`src/hed_pkg.sv`:
```
`timescale 1ns / 1ps
// Package for the HTML entity decoder: shared item and burst types, sizes,
// and the constant tables of the named entities. No dependencies.
package hed_pkg;

    // Held bytes of a pending entity, and the most result bytes one input byte can cause.
    localparam int HELD_DEPTH = 5;
    localparam int MAX_OUT    = 6;
    localparam int COUNT_W    = 3;
    localparam int ENT_COUNT  = 6;

    // One registered input transaction.
    typedef struct packed {
        logic       last;
        logic [7:0] data;
    } item_t;

    // All result bytes caused by one input byte, in order from slot 0.
    typedef struct packed {
        logic [MAX_OUT-1:0][7:0] bytes;
        logic [COUNT_W-1:0]      count;
        logic                    last;
    } burst_t;

    // Character i of named entity e, after the '&' and including the ';'.
    function automatic logic [7:0] ent_char(input logic [2:0] e, input logic [2:0] i);
        logic [39:0] text;
        unique case (e)
            3'd0:    text = {8'h00, 8'h00, ";", "t", "l"};
            3'd1:    text = {8'h00, 8'h00, ";", "t", "g"};
            3'd2:    text = {8'h00, ";", "p", "m", "a"};
            3'd3:    text = {";", "t", "o", "u", "q"};
            3'd4:    text = {";", "s", "o", "p", "a"};
            3'd5:    text = {";", "p", "s", "b", "n"};
            default: text = '0;
        endcase
        unique case (i)
            3'd0:    ent_char = text[7:0];
            3'd1:    ent_char = text[15:8];
            3'd2:    ent_char = text[23:16];
            3'd3:    ent_char = text[31:24];
            3'd4:    ent_char = text[39:32];
            default: ent_char = 8'h00;
        endcase
    endfunction

    // Number of characters of named entity e after the '&'.
    function automatic logic [2:0] ent_len(input logic [2:0] e);
        unique case (e)
            3'd0, 3'd1: ent_len = 3'd3;
            3'd2:       ent_len = 3'd4;
            default:    ent_len = 3'd5;
        endcase
    endfunction

    // Decoded byte of named entity e.
    function automatic logic [7:0] ent_code(input logic [2:0] e);
        unique case (e)
            3'd0:    ent_code = 8'h3C;
            3'd1:    ent_code = 8'h3E;
            3'd2:    ent_code = 8'h26;
            3'd3:    ent_code = 8'h22;
            3'd4:    ent_code = 8'h27;
            default: ent_code = 8'h20;
        endcase
    endfunction

endpackage

```
`src/hed_core.sv`:
```
`timescale 1ns / 1ps
// Decoder core: entity match state and the single-pass logic that turns one
// input byte into a burst of result bytes. Depends on hed_pkg.
module hed_core (
    input  logic            aclk,
    input  logic            aresetn,
    input  hed_pkg::item_t  item,
    input  logic            take,
    output hed_pkg::burst_t burst
);
    import hed_pkg::*;

    typedef enum logic [3:0] {
        MODE_IDLE   = 4'b0001,
        MODE_NAMED  = 4'b0010,
        MODE_HASH   = 4'b0100,
        MODE_DIGITS = 4'b1000
    } mode_t;

    localparam logic [7:0] CHAR_AMP   = 8'h26;
    localparam logic [7:0] CHAR_HASH  = 8'h23;
    localparam logic [7:0] CHAR_SEMI  = 8'h3B;
    localparam logic [7:0] CHAR_QMARK = 8'h3F;
    localparam logic [7:0] CHAR_ZERO  = 8'h30;
    localparam logic [7:0] CHAR_NINE  = 8'h39;
    localparam logic [8:0] NUM_SAT    = 9'd256;

    // Byte for a numeric entity value: the value itself when 1 to 255, else '?'.
    function automatic logic [7:0] value_byte(input logic [8:0] v);
        value_byte = (!v[8] && (v[7:0] != 8'h00)) ? v[7:0] : CHAR_QMARK;
    endfunction

    mode_t                         mode_reg, mode_next;
    logic [HELD_DEPTH-1:0][7:0]    held_reg, held_next;
    logic [COUNT_W-1:0]            cnt_reg, cnt_next;
    logic [8:0]                    num_reg, num_next;

    logic [7:0]                    b;
    logic                          is_digit;
    logic [11:0]                   acc;
    logic [8:0]                    acc_sat;
    logic [2:0]                    k;
    logic                          same;
    logic                          hit;
    logic                          full_hit;
    logic                          prefix_hit;
    logic [7:0]                    full_code;
    logic [COUNT_W-1:0]            pre_cnt;
    logic                          pre_value;
    logic                          mid_v;
    logic [7:0]                    mid_b;
    logic                          idle_go;
    mode_t                         mode_proc;
    logic [COUNT_W-1:0]            cnt_proc;
    logic [8:0]                    num_proc;
    logic [COUNT_W-1:0]            post_cnt;
    logic [MAX_OUT-1:0][7:0]       pre_b;
    logic [MAX_OUT-1:0][7:0]       post_b;

    assign b        = item.data;
    assign is_digit = (b >= CHAR_ZERO) && (b <= CHAR_NINE);

    // Saturating decimal accumulate; the digit is the low nibble of its ASCII code.
    assign acc     = 12'(num_reg) * 12'd10 + {8'h00, b[3:0]};
    assign acc_sat = (acc > 12'(NUM_SAT)) ? NUM_SAT : acc[8:0];

    // Named entity match of the new byte against all entities at once.
    assign k = (cnt_reg == '0) ? 3'd0 : 3'(cnt_reg - 1'b1);

    always_comb begin
        full_hit   = 1'b0;
        prefix_hit = 1'b0;
        full_code  = 8'h00;
        same       = 1'b0;
        hit        = 1'b0;
        for (int e = 0; e < ENT_COUNT; e++) begin
            same = (k < ent_len(3'(e)));
            for (int i = 0; i < HELD_DEPTH - 1; i++) begin
                if ((3'(i) < k) && (held_reg[i+1] != ent_char(3'(e), 3'(i)))) begin
                    same = 1'b0;
                end
            end
            hit = same && (ent_char(3'(e), k) == b);
            if (hit && (3'(k + 3'd1) == ent_len(3'(e)))) begin
                full_hit  = 1'b1;
                full_code = ent_code(3'(e));
            end else if (hit) begin
                prefix_hit = 1'b1;
            end
        end
    end

    // Processing of the byte in the current mode.
    always_comb begin
        mode_proc = mode_reg;
        cnt_proc  = cnt_reg;
        num_proc  = num_reg;
        held_next = held_reg;
        pre_cnt   = '0;
        pre_value = 1'b0;
        mid_v     = 1'b0;
        mid_b     = b;
        idle_go   = 1'b0;
        unique case (mode_reg)
            MODE_NAMED: begin
                if (full_hit) begin
                    mode_proc = MODE_IDLE;
                    cnt_proc  = '0;
                    mid_v     = 1'b1;
                    mid_b     = full_code;
                end else if (prefix_hit) begin
                    for (int j = 0; j < HELD_DEPTH; j++) begin
                        if (cnt_reg == COUNT_W'(j)) begin
                            held_next[j] = b;
                        end
                    end
                    cnt_proc = COUNT_W'(cnt_reg + 1'b1);
                end else if ((k == 3'd0) && (b == CHAR_HASH)) begin
                    held_next[1] = b;
                    cnt_proc     = COUNT_W'(2);
                    mode_proc    = MODE_HASH;
                end else begin
                    pre_cnt = cnt_reg;
                    idle_go = 1'b1;
                end
            end
            MODE_HASH: begin
                if (is_digit) begin
                    num_proc  = {5'b0, b[3:0]};
                    cnt_proc  = '0;
                    mode_proc = MODE_DIGITS;
                end else begin
                    pre_cnt = cnt_reg;
                    idle_go = 1'b1;
                end
            end
            MODE_DIGITS: begin
                if (is_digit) begin
                    num_proc = acc_sat;
                end else begin
                    pre_cnt   = COUNT_W'(1);
                    pre_value = 1'b1;
                    num_proc  = '0;
                    mode_proc = MODE_IDLE;
                    idle_go   = (b != CHAR_SEMI);
                end
            end
            default: begin
                idle_go = 1'b1;
            end
        endcase

        // Idle handling: an '&' opens a named match, anything else passes through.
        if (idle_go) begin
            if (b == CHAR_AMP) begin
                held_next[0] = b;
                cnt_proc     = COUNT_W'(1);
                mode_proc    = MODE_NAMED;
            end else begin
                mid_v     = 1'b1;
                mid_b     = b;
                cnt_proc  = '0;
                mode_proc = MODE_IDLE;
            end
        end
    end

    // End of text flushes whatever the byte left pending.
    always_comb begin
        post_cnt = '0;
        post_b   = '0;
        if (item.last) begin
            if (mode_proc == MODE_DIGITS) begin
                post_cnt  = COUNT_W'(1);
                post_b[0] = value_byte(num_proc);
            end else if (mode_proc != MODE_IDLE) begin
                post_cnt = cnt_proc;
                for (int j = 0; j < HELD_DEPTH; j++) begin
                    post_b[j] = held_next[j];
                end
            end
        end
        if (item.last) begin
            mode_next = MODE_IDLE;
            cnt_next  = '0;
            num_next  = '0;
        end else begin
            mode_next = mode_proc;
            cnt_next  = cnt_proc;
            num_next  = num_proc;
        end
    end

    // Slot assembly: released bytes, then the decoded byte, then the flush.
    // A flush that follows released or decoded bytes is always a lone '&'.
    always_comb begin
        pre_b = '0;
        for (int j = 0; j < HELD_DEPTH; j++) begin
            pre_b[j] = held_reg[j];
        end
        if (pre_value) begin
            pre_b[0] = value_byte(num_reg);
        end
        for (int j = 0; j < MAX_OUT; j++) begin
            if (COUNT_W'(j) < pre_cnt) begin
                burst.bytes[j] = pre_b[j];
            end else if (mid_v && (COUNT_W'(j) == pre_cnt)) begin
                burst.bytes[j] = mid_b;
            end else if ((pre_cnt == '0) && !mid_v) begin
                burst.bytes[j] = post_b[j];
            end else begin
                burst.bytes[j] = CHAR_AMP;
            end
        end
        burst.count = COUNT_W'(pre_cnt + {2'b00, mid_v} + post_cnt);
        burst.last  = item.last;
    end

    // Match state.
    always_ff @(posedge aclk) begin
        if (!aresetn) begin
            mode_reg <= MODE_IDLE;
            cnt_reg  <= '0;
            num_reg  <= '0;
        end else if (take) begin
            mode_reg <= mode_next;
            cnt_reg  <= cnt_next;
            num_reg  <= num_next;
        end
    end

    // Held bytes carry no reset; only entries below the count are read.
    always_ff @(posedge aclk) begin
        if (take) begin
            held_reg <= held_next;
        end
    end

endmodule

```
`src/hed_out_buf.sv`:
```
`timescale 1ns / 1ps
// Result buffer: holds one burst of decoded bytes and sends it out one
// transaction per cycle while m_tready is high. Depends on hed_pkg.
module hed_out_buf (
    input  logic            aclk,
    input  logic            aresetn,
    input  logic            load,
    input  hed_pkg::burst_t burst,
    output logic            free,
    output logic            m_tvalid,
    input  logic            m_tready,
    output logic [7:0]      m_tdata,   // out_byte[7:0]
    output logic            m_tlast    // out_last
);
    import hed_pkg::*;

    logic                    valid_reg;
    logic [MAX_OUT-1:0][7:0] bytes_reg;
    logic [COUNT_W-1:0]      cnt_reg;
    logic [COUNT_W-1:0]      idx_reg;
    logic                    last_reg;
    logic                    final_beat;

    // The buffer frees up in the same cycle its final byte is taken.
    assign final_beat = (idx_reg == COUNT_W'(cnt_reg - 1'b1));
    assign free       = !valid_reg || (m_tready && final_beat);

    assign m_tvalid = valid_reg;
    assign m_tdata  = bytes_reg[idx_reg];
    assign m_tlast  = last_reg && final_beat;

    // Control: load a new burst or step through the current one.
    always_ff @(posedge aclk) begin
        if (!aresetn) begin
            valid_reg <= 1'b0;
            idx_reg   <= '0;
        end else if (load) begin
            valid_reg <= 1'b1;
            idx_reg   <= '0;
        end else if (valid_reg && m_tready) begin
            if (final_beat) begin
                valid_reg <= 1'b0;
            end else begin
                idx_reg <= COUNT_W'(idx_reg + 1'b1);
            end
        end
    end

    // Burst payload.
    always_ff @(posedge aclk) begin
        if (load) begin
            bytes_reg <= burst.bytes;
            cnt_reg   <= burst.count;
            last_reg  <= burst.last;
        end
    end

endmodule

```
`src/html_entity_decoder.sv`:
```
`timescale 1ns / 1ps
// Top level of the HTML entity decoder: input register, decoder core and
// result buffer. Depends on hed_pkg, hed_core and hed_out_buf.
//
//  Channel  | Direction | tdata          | tlast
//  ---------+-----------+----------------+------------
//  s_       | in        | text_byte[7:0] | end_of_text
//  m_       | out       | out_byte[7:0]  | out_last
//
// Each input byte is decoded in one pass between the input register and the
// result buffer. While m_tready is high, a byte yielding one result sustains
// one transaction per cycle; a byte that releases held bytes yields up to six
// results, sent one per cycle; the input waits as the result buffer drains.
// Reset (aresetn low, synchronous) clears the match state and empties both
// registers. Input is taken while the downstream side stalls until both fill.
module html_entity_decoder (
    input  logic       aclk,
    input  logic       aresetn,
    input  logic       s_tvalid,
    output logic       s_tready,
    input  logic [7:0] s_tdata,    // text_byte[7:0]
    input  logic       s_tlast,    // end_of_text
    output logic       m_tvalid,
    input  logic       m_tready,
    output logic [7:0] m_tdata,    // out_byte[7:0]
    output logic       m_tlast     // out_last
);
    import hed_pkg::*;

    logic            in_valid_reg;
    item_t           in_item_reg;
    burst_t          burst;
    logic            buf_free;
    logic            take;
    logic            load;

    // The registered byte is decoded once the result buffer can take its burst.
    assign take     = in_valid_reg && ((burst.count == '0) || buf_free);
    assign load     = take && (burst.count != '0);
    assign s_tready = !in_valid_reg || take;

    // Input register.
    always_ff @(posedge aclk) begin
        if (!aresetn) begin
            in_valid_reg <= 1'b0;
        end else if (s_tready) begin
            in_valid_reg <= s_tvalid;
        end
    end

    always_ff @(posedge aclk) begin
        if (s_tready && s_tvalid) begin
            in_item_reg.data <= s_tdata;
            in_item_reg.last <= s_tlast;
        end
    end

    hed_core u_core (
        .aclk    (aclk),
        .aresetn (aresetn),
        .item    (in_item_reg),
        .take    (take),
        .burst   (burst)
    );

    hed_out_buf u_out_buf (
        .aclk     (aclk),
        .aresetn  (aresetn),
        .load     (load),
        .burst    (burst),
        .free     (buf_free),
        .m_tvalid (m_tvalid),
        .m_tready (m_tready),
        .m_tdata  (m_tdata),
        .m_tlast  (m_tlast)
    );

endmodule
```
`config.mk`:
```
export PLATFORM = sky130hd
export DESIGN_NAME = html_entity_decoder
export DESIGN_NICKNAME = d
export VERILOG_FILES = /design/src/hed_pkg.sv /design/src/hed_core.sv /design/src/hed_out_buf.sv /design/src/html_entity_decoder.sv
export SDC_FILE = /design/constraint.sdc
export NUM_CORES = 1
export LEC_CHECK = 0
export ABC_AREA = 1
export BUFFER_PORTS_ARGS = -buffer_cell sky130_fd_sc_hd__buf_2
export CORE_MARGIN = 8
export CORE_UTILIZATION = 50
export DETAILED_ROUTE_END_ITERATION = 8
export HOLD_SLACK_MARGIN = 0.15
export PLACE_DENSITY = 0.66
export SLEW_MARGIN = 15
export SYNTH_ARGS = -nofsm -noshare
export SYNTH_HDL_FRONTEND = slang
export SYNTH_SLANG_ARGS = --single-unit
```
`constraint.sdc`:
```
create_clock -name aclk -period 6.8 [get_ports aclk]
set_clock_uncertainty 0.15 [all_clocks]
set_input_delay 0.34 -clock aclk [delete_from_list [all_inputs] [get_ports aclk]]
set_output_delay 0.34 -clock aclk [all_outputs]
set_load 0.01 [all_outputs]
```
==> results.py, run 1 <==
metrics = {
    "run_status": {
        "outcome": "completed",
    },
    "placed_design": {
        "place.gp.congestion": 0.941,
        "dp_hpwl_um": 23500,
        "postPlaceCellArea_mm2": 0.00978,
        "placed_cells": 1571,
        "portBuffers": 23,
        "dp_slack_ns": 0.524,
    },
    "floorplanning": {
        "die_y_um": 154,
        "die_area_mm2": 0.0236,
        "rows": 50,
        "start_util_pct": 50.8,
        "coreArea_mm2": 0.0186,
        "pin_count": 24,
        "fp.dieW_um": 154,
    },
    "synth": {
        "seq_area_frac_synth_pct": 36.4,
        "synth_edf_count": 101,
        "syn_area_mm2": 0.00948,
        "ys_ff_latch": 122,
        "async_flop_share_pct": 0,
        "synth_flop_cell": "edfxtp_1",
        "syn_inst": 1349,
        "synth-warning-count": 0,
        "yosysUniqueCellTypes": 51,
        "ys_top_cells_by_area": "edfxtp_1 (32%), nand2_1 (13%), nor2_1 (7.6%)",
        "synth.top_cell.area_share_pct": 32.0,
        "syn_area_per_cell_um2": 7.03,
        "syn_nets": 1393,
        "synth_top_area_cell": "edfxtp_1",
    },
    "final_layout": {
        "drive_gt1_share_pct": 9.64,
        "areaGrowthSynthToFinish_pct": 10.8,
        "final_area_mm2": 0.0105,
        "nets": 1411,
        "fin_cells": 1614,
        "largest_register_ffs": 48,
        "antenna_cells": 0,
        "finish.utilization_pct": 56.3,
        "final_cell_mix": "nand2_1 (333), nor2_1 (193), inv_1 (140), o21ai_0 (106), edfxtp_1 (101)",
        "layout_commonest_cell": "nand2_1",
    },
    "pwr": {
        "p_int_mw": 1.57,
        "power_density_mw_per_mm2": 227,
        "p_sw_mw": 0.810,
        "p_total_mw": 2.38,
        "power_frac_comb_pct": 21.9,
        "power_frac_clock_pct": 39.9,
        "p_leak_nw": 4.60,
        "p_sw_share_pct": 34.0,
        "p_seq_share_pct": 38.2,
        "ir_drop_uv": 177,
    },
    "clock_network": {
        "htreeDepth": 4,
        "cts_sinks": 122,
        "clockRootBuffer": "clkbuf_16",
        "clock_path_buffers": 2,
        "tritoncts": "done",
        "cts_setup_buffers": 0,
        "clk_latency_ns": 0.43,
        "clk_pin_slew_ns": 0.07,
        "cts_buffers": 17,
    },
    "setup_path": {
        "critical_path_required_ns": 6.76,
        "cp_common_cell": "nand2_1",
        "regToRegSetupSlack_ns": 0.58,
        "ff2ff_path_depth": 36,
        "r2r_end": "u_core.held_reg[34]$_DFFE_PP_",
        "crit-reg2reg-launch": "u_core.cnt_reg[0]$_SDFFE_PN0P_",
        "critPathKind": "register to register",
        "crit_slowest_cell": "dfxtp_2",
        "crit_fanout": 40,
        "worst-endpoint-arrival_ns": 6.18,
        "end_kind": "register",
        "startpoint_type": "register",
        "cp_slowest_stage_delay_ns": 0.45,
    },
    "global_route": {
        "first_global_vias": 8614,
        "grt_pass1_wl_um": 48200,
        "grt_usage_pct": 26.1,
        "grt_max_degree": 41,
        "grt_overflow": 0,
        "antenna_found_initial": 2,
    },
    "sta": {
        "rsz0062_at_grt": "no",
        "relSlewSlack_pct": 15.7,
        "hold_violations": 0,
        "setup_slack_ns": 0.576,
        "fin_crit_sh_pct": 91.5,
        "period_minus_slack_ns": 6.22,
        "clock.fmax_mhz": 161,
        "setup_viol_count_final": 0,
        "slew_viol_final": 0,
        "tightest_slew_ns": 1.25,
        "holdWs_ns": 0.169,
        "fin_setup_tns_ns": 0,
    },
    "hold_path": {
        "min_path_cells": 5,
        "min_from": "m_tready",
        "whs_endpoint": "u_out_buf.idx_reg[1]$_SDFFE_PP0P_",
        "hp-class": "input pin to register",
    },
    "routing": {
        "first_iter_violations": 1258,
        "ant_nets": 0,
        "remaining_drc_errors": 0,
        "wl_per_cell_um": 19.4,
        "via_per_inst": 5.86,
        "routed-via-count": 9459,
        "routed_wl_um": 31300,
        "first_pass_iters": 7,
    },
    "flow_run": {
        "cap_violations": 0,
    },
}
-- layout make-up --
type / instances / area (um^2)
fill: 1808 / 8140
multi-input combinational: 1020 / 5200
sequential: 122 / 3460
inverter: 161 / 616
clock buffer: 17 / 425
timing repair buffer: 45 / 333
tap: 234 / 293
clock inverter: 15 / 176
-- cells in the mapped netlist (2+ instances only) --
cell type,count
inv_2,16
nor2_1,193
nor4_1,6
dfxtp_1,21
nand2_2,12
buf_6,2
fa_1,4
o221ai_1,7
nor3_1,15
o32ai_1,8
nand2_1,333
a21oi_1,62
nand2_4,9
o21a_1,8
clkbuf_1,30
o21ai_1,18
nor2_4,5
a31oi_1,9
buf_2,8
o2111ai_1,2
o211ai_1,20
clkinv_1,3
nand3_2,3
or2_2,4
a22oi_1,4
o21ai_0,106
nand3b_1,3
xor2_1,15
inv_1,141
buf_4,4
nand3_1,88
o22ai_1,2
xnor2_1,5
nor2_2,7
nand4_1,32
edfxtp_1,101
and2_1,2
ha_1,27
buf_1,2
-- power by group through the flow --
stage | clock (mW) | combinational (mW) | sequential [mW]
3_3_place_gp | 0 | 0.503 | 0.924
2_1_floorplan | 0 | 0.385 | 0.898
4_1_cts | 0.952 | 0.511 | 0.909
6_report | 0.952 | 0.521 | 0.911
3_5_place_dp | 0 | 0.504 | 0.924
5_1_grt | 0.983 | 0.582 | 0.915
-- worst max-delay path by stage --
stage,startpoint,end,slack (ns),cells past startpoint
2_1_floorplan,u_core.cnt_reg[0]$_SDFFE_PN0P_,u_out_buf.bytes_reg[0]$_DFFE_PP_,0.65,34
3_3_place_gp,u_core.cnt_reg[0]$_SDFFE_PN0P_,u_core.held_reg[32]$_DFFE_PP_,0.63,36
3_5_place_dp,u_core.cnt_reg[0]$_SDFFE_PN0P_,u_core.held_reg[20]$_DFFE_PP_,0.52,36
4_1_cts,u_core.cnt_reg[0]$_SDFFE_PN0P_,s_tready,0.48,33
5_1_grt,u_core.cnt_reg[0]$_SDFFE_PN0P_,u_core.held_reg[17]$_DFFE_PP_,0.02,36
6_report,u_core.cnt_reg[0]$_SDFFE_PN0P_,u_core.held_reg[34]$_DFFE_PP_,0.58,36
-- worst max-delay path: cells and delay by family, from the launching register on --
family | cells | cell delay [ns]
flops | 1 | 0.45
fa+ha+maj | 4 | 1.23
compound gates | 3 | 0.66
buf+inv | 8 | 1.05
simple gates | 21 | 2.31
-- what timing repair did --
item / CTS / global route
hold buffers: 11 / 0
endpoints found under the hold margin: 13 / 0
endpoints found under the setup margin: 0 / 91
gates resized for setup: 0 / 3
-- logic make-up after synthesis --
family                     Yosys count  share of synthesized area, %
AOI/OAI and AO/OA                  253                          15.5
xor gates and xnor gates            21                          2.02
adders and majority gates           31                          4.41
buffers and inverters              207                          8.70
DFF                                122                          36.4
and+or+nand+nor                    715                          33.0
-- per-layer routing --
layer / up-vias / track usage [%] / part of all wire [%]
li1: 4561 / - / -
met1: 4333 / 36.2 / 44
met2: 486 / 39.7 / 44
met3: 75 / 4.93 / 9.2
met4: 4 / 9.99 / 2.9
met5: - / 0 / 0.083
Power figures use the tool's default switching activity.
==> run 2, diff against run 1 <==
--- a/config.mk
+++ b/config.mk
@@ -7,7 +7,7 @@
 export LEC_CHECK = 0
 export ABC_AREA = 1
 export BUFFER_PORTS_ARGS = -buffer_cell sky130_fd_sc_hd__buf_2
-export CORE_MARGIN = 8
+export CORE_MARGIN = 2
 export CORE_UTILIZATION = 50
 export DETAILED_ROUTE_END_ITERATION = 8
 export HOLD_SLACK_MARGIN = 0.15
==> run 2 against run 1 <==
Compared with the run above: cell count hardly changed; routed wire length down 2.0%; sequential share of layout area is essentially flat; non-clock buffer count decreased by 1; register-to-register slack worse by 0.02 ns; design area is essentially flat; worst hold slack improved by 0.24 ns; core utilization barely moved; sequential cell count unchanged; combinational power about the same; critical path type is now register to output pin; largest power group unchanged.
==> results.py, run 2 (synthesis gave the netlist of run 1 again) <==
metrics = {
    "placed_design": {
        "portBuffers": 23,
        "place.gp.congestion": 0.971,
        "dp_hpwl_um": 22900,
        "postPlaceCellArea_mm2": 0.00977,
    },
    "final_layout": {
        "finish.utilization_pct": 56.3,
        "drive_gt1_share_pct": 9.43,
        "layout_commonest_cell": "nand2_1",
        "areaGrowthSynthToFinish_pct": 10.8,
        "nets": 1410,
        "nFillCells": 1784,
        "antenna_cells": 0,
        "final_cell_mix": "nand2_1 (333), nor2_1 (193), inv_1 (140), o21ai_0 (105), edfxtp_1 (101)",
        "final_area_mm2": 0.0105,
        "largest_register_ffs": 48,
    },
    "clock_network": {
        "clock_path_buffers": 2,
        "clockRootBuffer": "clkbuf_16",
        "cts_sinks": 122,
        "htreeDepth": 4,
        "cts_buffers": 17,
        "clk_pin_slew_ns": 0.06,
        "tritoncts": "done",
        "clk_latency_ns": 0.43,
    },
    "hold_path": {
        "whs_endpoint": "u_core.held_reg[5]$_DFFE_PP_",
        "hp-class": "register to register",
        "min_path_cells": 2,
        "min_from": "u_core.held_reg[5]$_DFFE_PP_",
    },
    "setup_path": {
        "worst-endpoint-arrival_ns": 5.77,
        "ff2ff_path_depth": 36,
        "critical_path_required_ns": 6.31,
        "r2r_end": "u_core.held_reg[23]$_DFFE_PP_",
        "crit_slowest_cell": "dfxtp_1",
        "crit-reg2reg-launch": "u_core.cnt_reg[1]$_SDFFE_PN0P_",
        "startpoint": "u_core.cnt_reg[1]$_SDFFE_PN0P_",
        "cp_slowest_stage_delay_ns": 0.52,
        "cp_common_cell": "nand2_1",
        "end_kind": "output pin",
        "startpoint_type": "register",
        "regToRegSetupSlack_ns": 0.56,
        "crit_fanout": 10,
        "critPathKind": "register to output pin",
    },
    "sta": {
        "tightest_slew_ns": 1.20,
        "relSlewSlack_pct": 19.2,
        "hold_violations": 0,
        "slew_viol_final": 0,
        "rsz0062_at_grt": "no",
        "fin_crit_sh_pct": 92.1,
        "setup_viol_count_final": 0,
        "fin_setup_tns_ns": 0,
        "clock.fmax_mhz": 160,
        "holdWs_ns": 0.406,
        "period_minus_slack_ns": 6.26,
    },
    "pwr": {
        "p_sw_share_pct": 33.6,
        "p_int_mw": 1.58,
        "p_leak_nw": 4.60,
        "power_frac_clock_pct": 40.0,
        "p_sw_mw": 0.801,
        "power_frac_comb_pct": 21.8,
        "power_density_mw_per_mm2": 227,
        "p_total_mw": 2.39,
        "p_seq_share_pct": 38.2,
        "ir_drop_uv": 176,
    },
    "global_route": {
        "antenna_found_initial": 1,
        "grt_overflow": 0,
        "first_global_vias": 8448,
        "grt_usage_pct": 31.1,
        "grt_max_degree": 41,
        "grt_pass1_wl_um": 47400,
    },
    "routing": {
        "wl_per_cell_um": 19.0,
        "routed-via-count": 9309,
        "ant_nets": 0,
        "routed_wl_um": 30700,
        "remaining_drc_errors": 0,
        "via_per_inst": 5.77,
        "first_pass_iters": 5,
        "first_iter_violations": 1157,
    },
    "floorplanning": {
        "die_y_um": 142,
        "fp.dieW_um": 142,
        "pin_count": 24,
        "coreArea_mm2": 0.0186,
        "rows": 50,
        "die_area_mm2": 0.0201,
        "start_util_pct": 50.8,
    },
    "run_status": {
        "outcome": "completed",
    },
    "flow_run": {
        "cap_violations": 0,
    },
}
==> run 2: power groups by stage <==
stage          registers, mW  clock network [mW]  logic, mW
2_1_floorplan          0.898                   0      0.385
3_3_place_gp           0.924                   0      0.499
3_5_place_dp           0.925                   0      0.500
4_1_cts                0.909               0.958      0.508
5_1_grt                0.916               0.990      0.575
6_report               0.911               0.955      0.519
==> run 2: layer usage <==
metal | GRT usage (%) | part of all wire [%] | up-vias
met5 | 0 | 0 | -
met4 | 10.2 | 2.1 | 0
met3 | 6.24 | 8.6 | 49
met2 | 48.0 | 44 | 440
met1 | 44.0 | 45 | 4256
li1 | - | - | 4564
==> run 2: per-stage QoR <==
step,cells,setup slack (ns)
floorplan,1349,0.652
global placement,1569,0.598
detailed placement,1569,0.509
CTS,1613,0.473
global route,1613,0.0741
finish,1613,0.540
==> run 2: worst max path at each step <==
| stage | cells past startpoint | end | slack [ns] |
|---|---|---|---|
| after floorplan | 34 | u_out_buf.bytes_reg[0]$_DFFE_PP_ | 0.65 |
| after global placement | 36 | u_core.held_reg[20]$_DFFE_PP_ | 0.60 |
| after detailed placement | 36 | u_core.held_reg[21]$_DFFE_PP_ | 0.51 |
| after CTS | 33 | s_tready | 0.47 |
| after global routing | 36 | u_core.held_reg[32]$_DFFE_PP_ | 0.07 |
| final | 31 | s_tready | 0.54 |
==> run 2: cell type report <==
cell class / instances / area, um^2 / area share, %
multi-input cells: 1020 / 5200 / 49.5
flip-flops and latches: 122 / 3450 / 32.9
inverters: 161 / 616 / 5.86
clock buffers: 18 / 439 / 4.18
repair buffers: 44 / 328 / 3.12
well taps: 234 / 293 / 2.79
clock inverters: 14 / 171 / 1.63
==> run 2: worst max-delay path, delay by kind of cell (launching register included) <==
kind	cells	cell delay, ns
AOI/OAI and AO/OA	2	0.37
adders and majority gates	4	1.45
buffers and inverters	7	0.97
DFF	1	0.52
and+or+nand+nor	18	2.04
==> run 2: repair_timing <==
item	4_1_cts	5_1_grt
hold buffers	12	0
endpoints found under the setup margin	0	88
resized for setup	0	3
endpoints found under the hold margin	14	0
buffers inserted	0	0
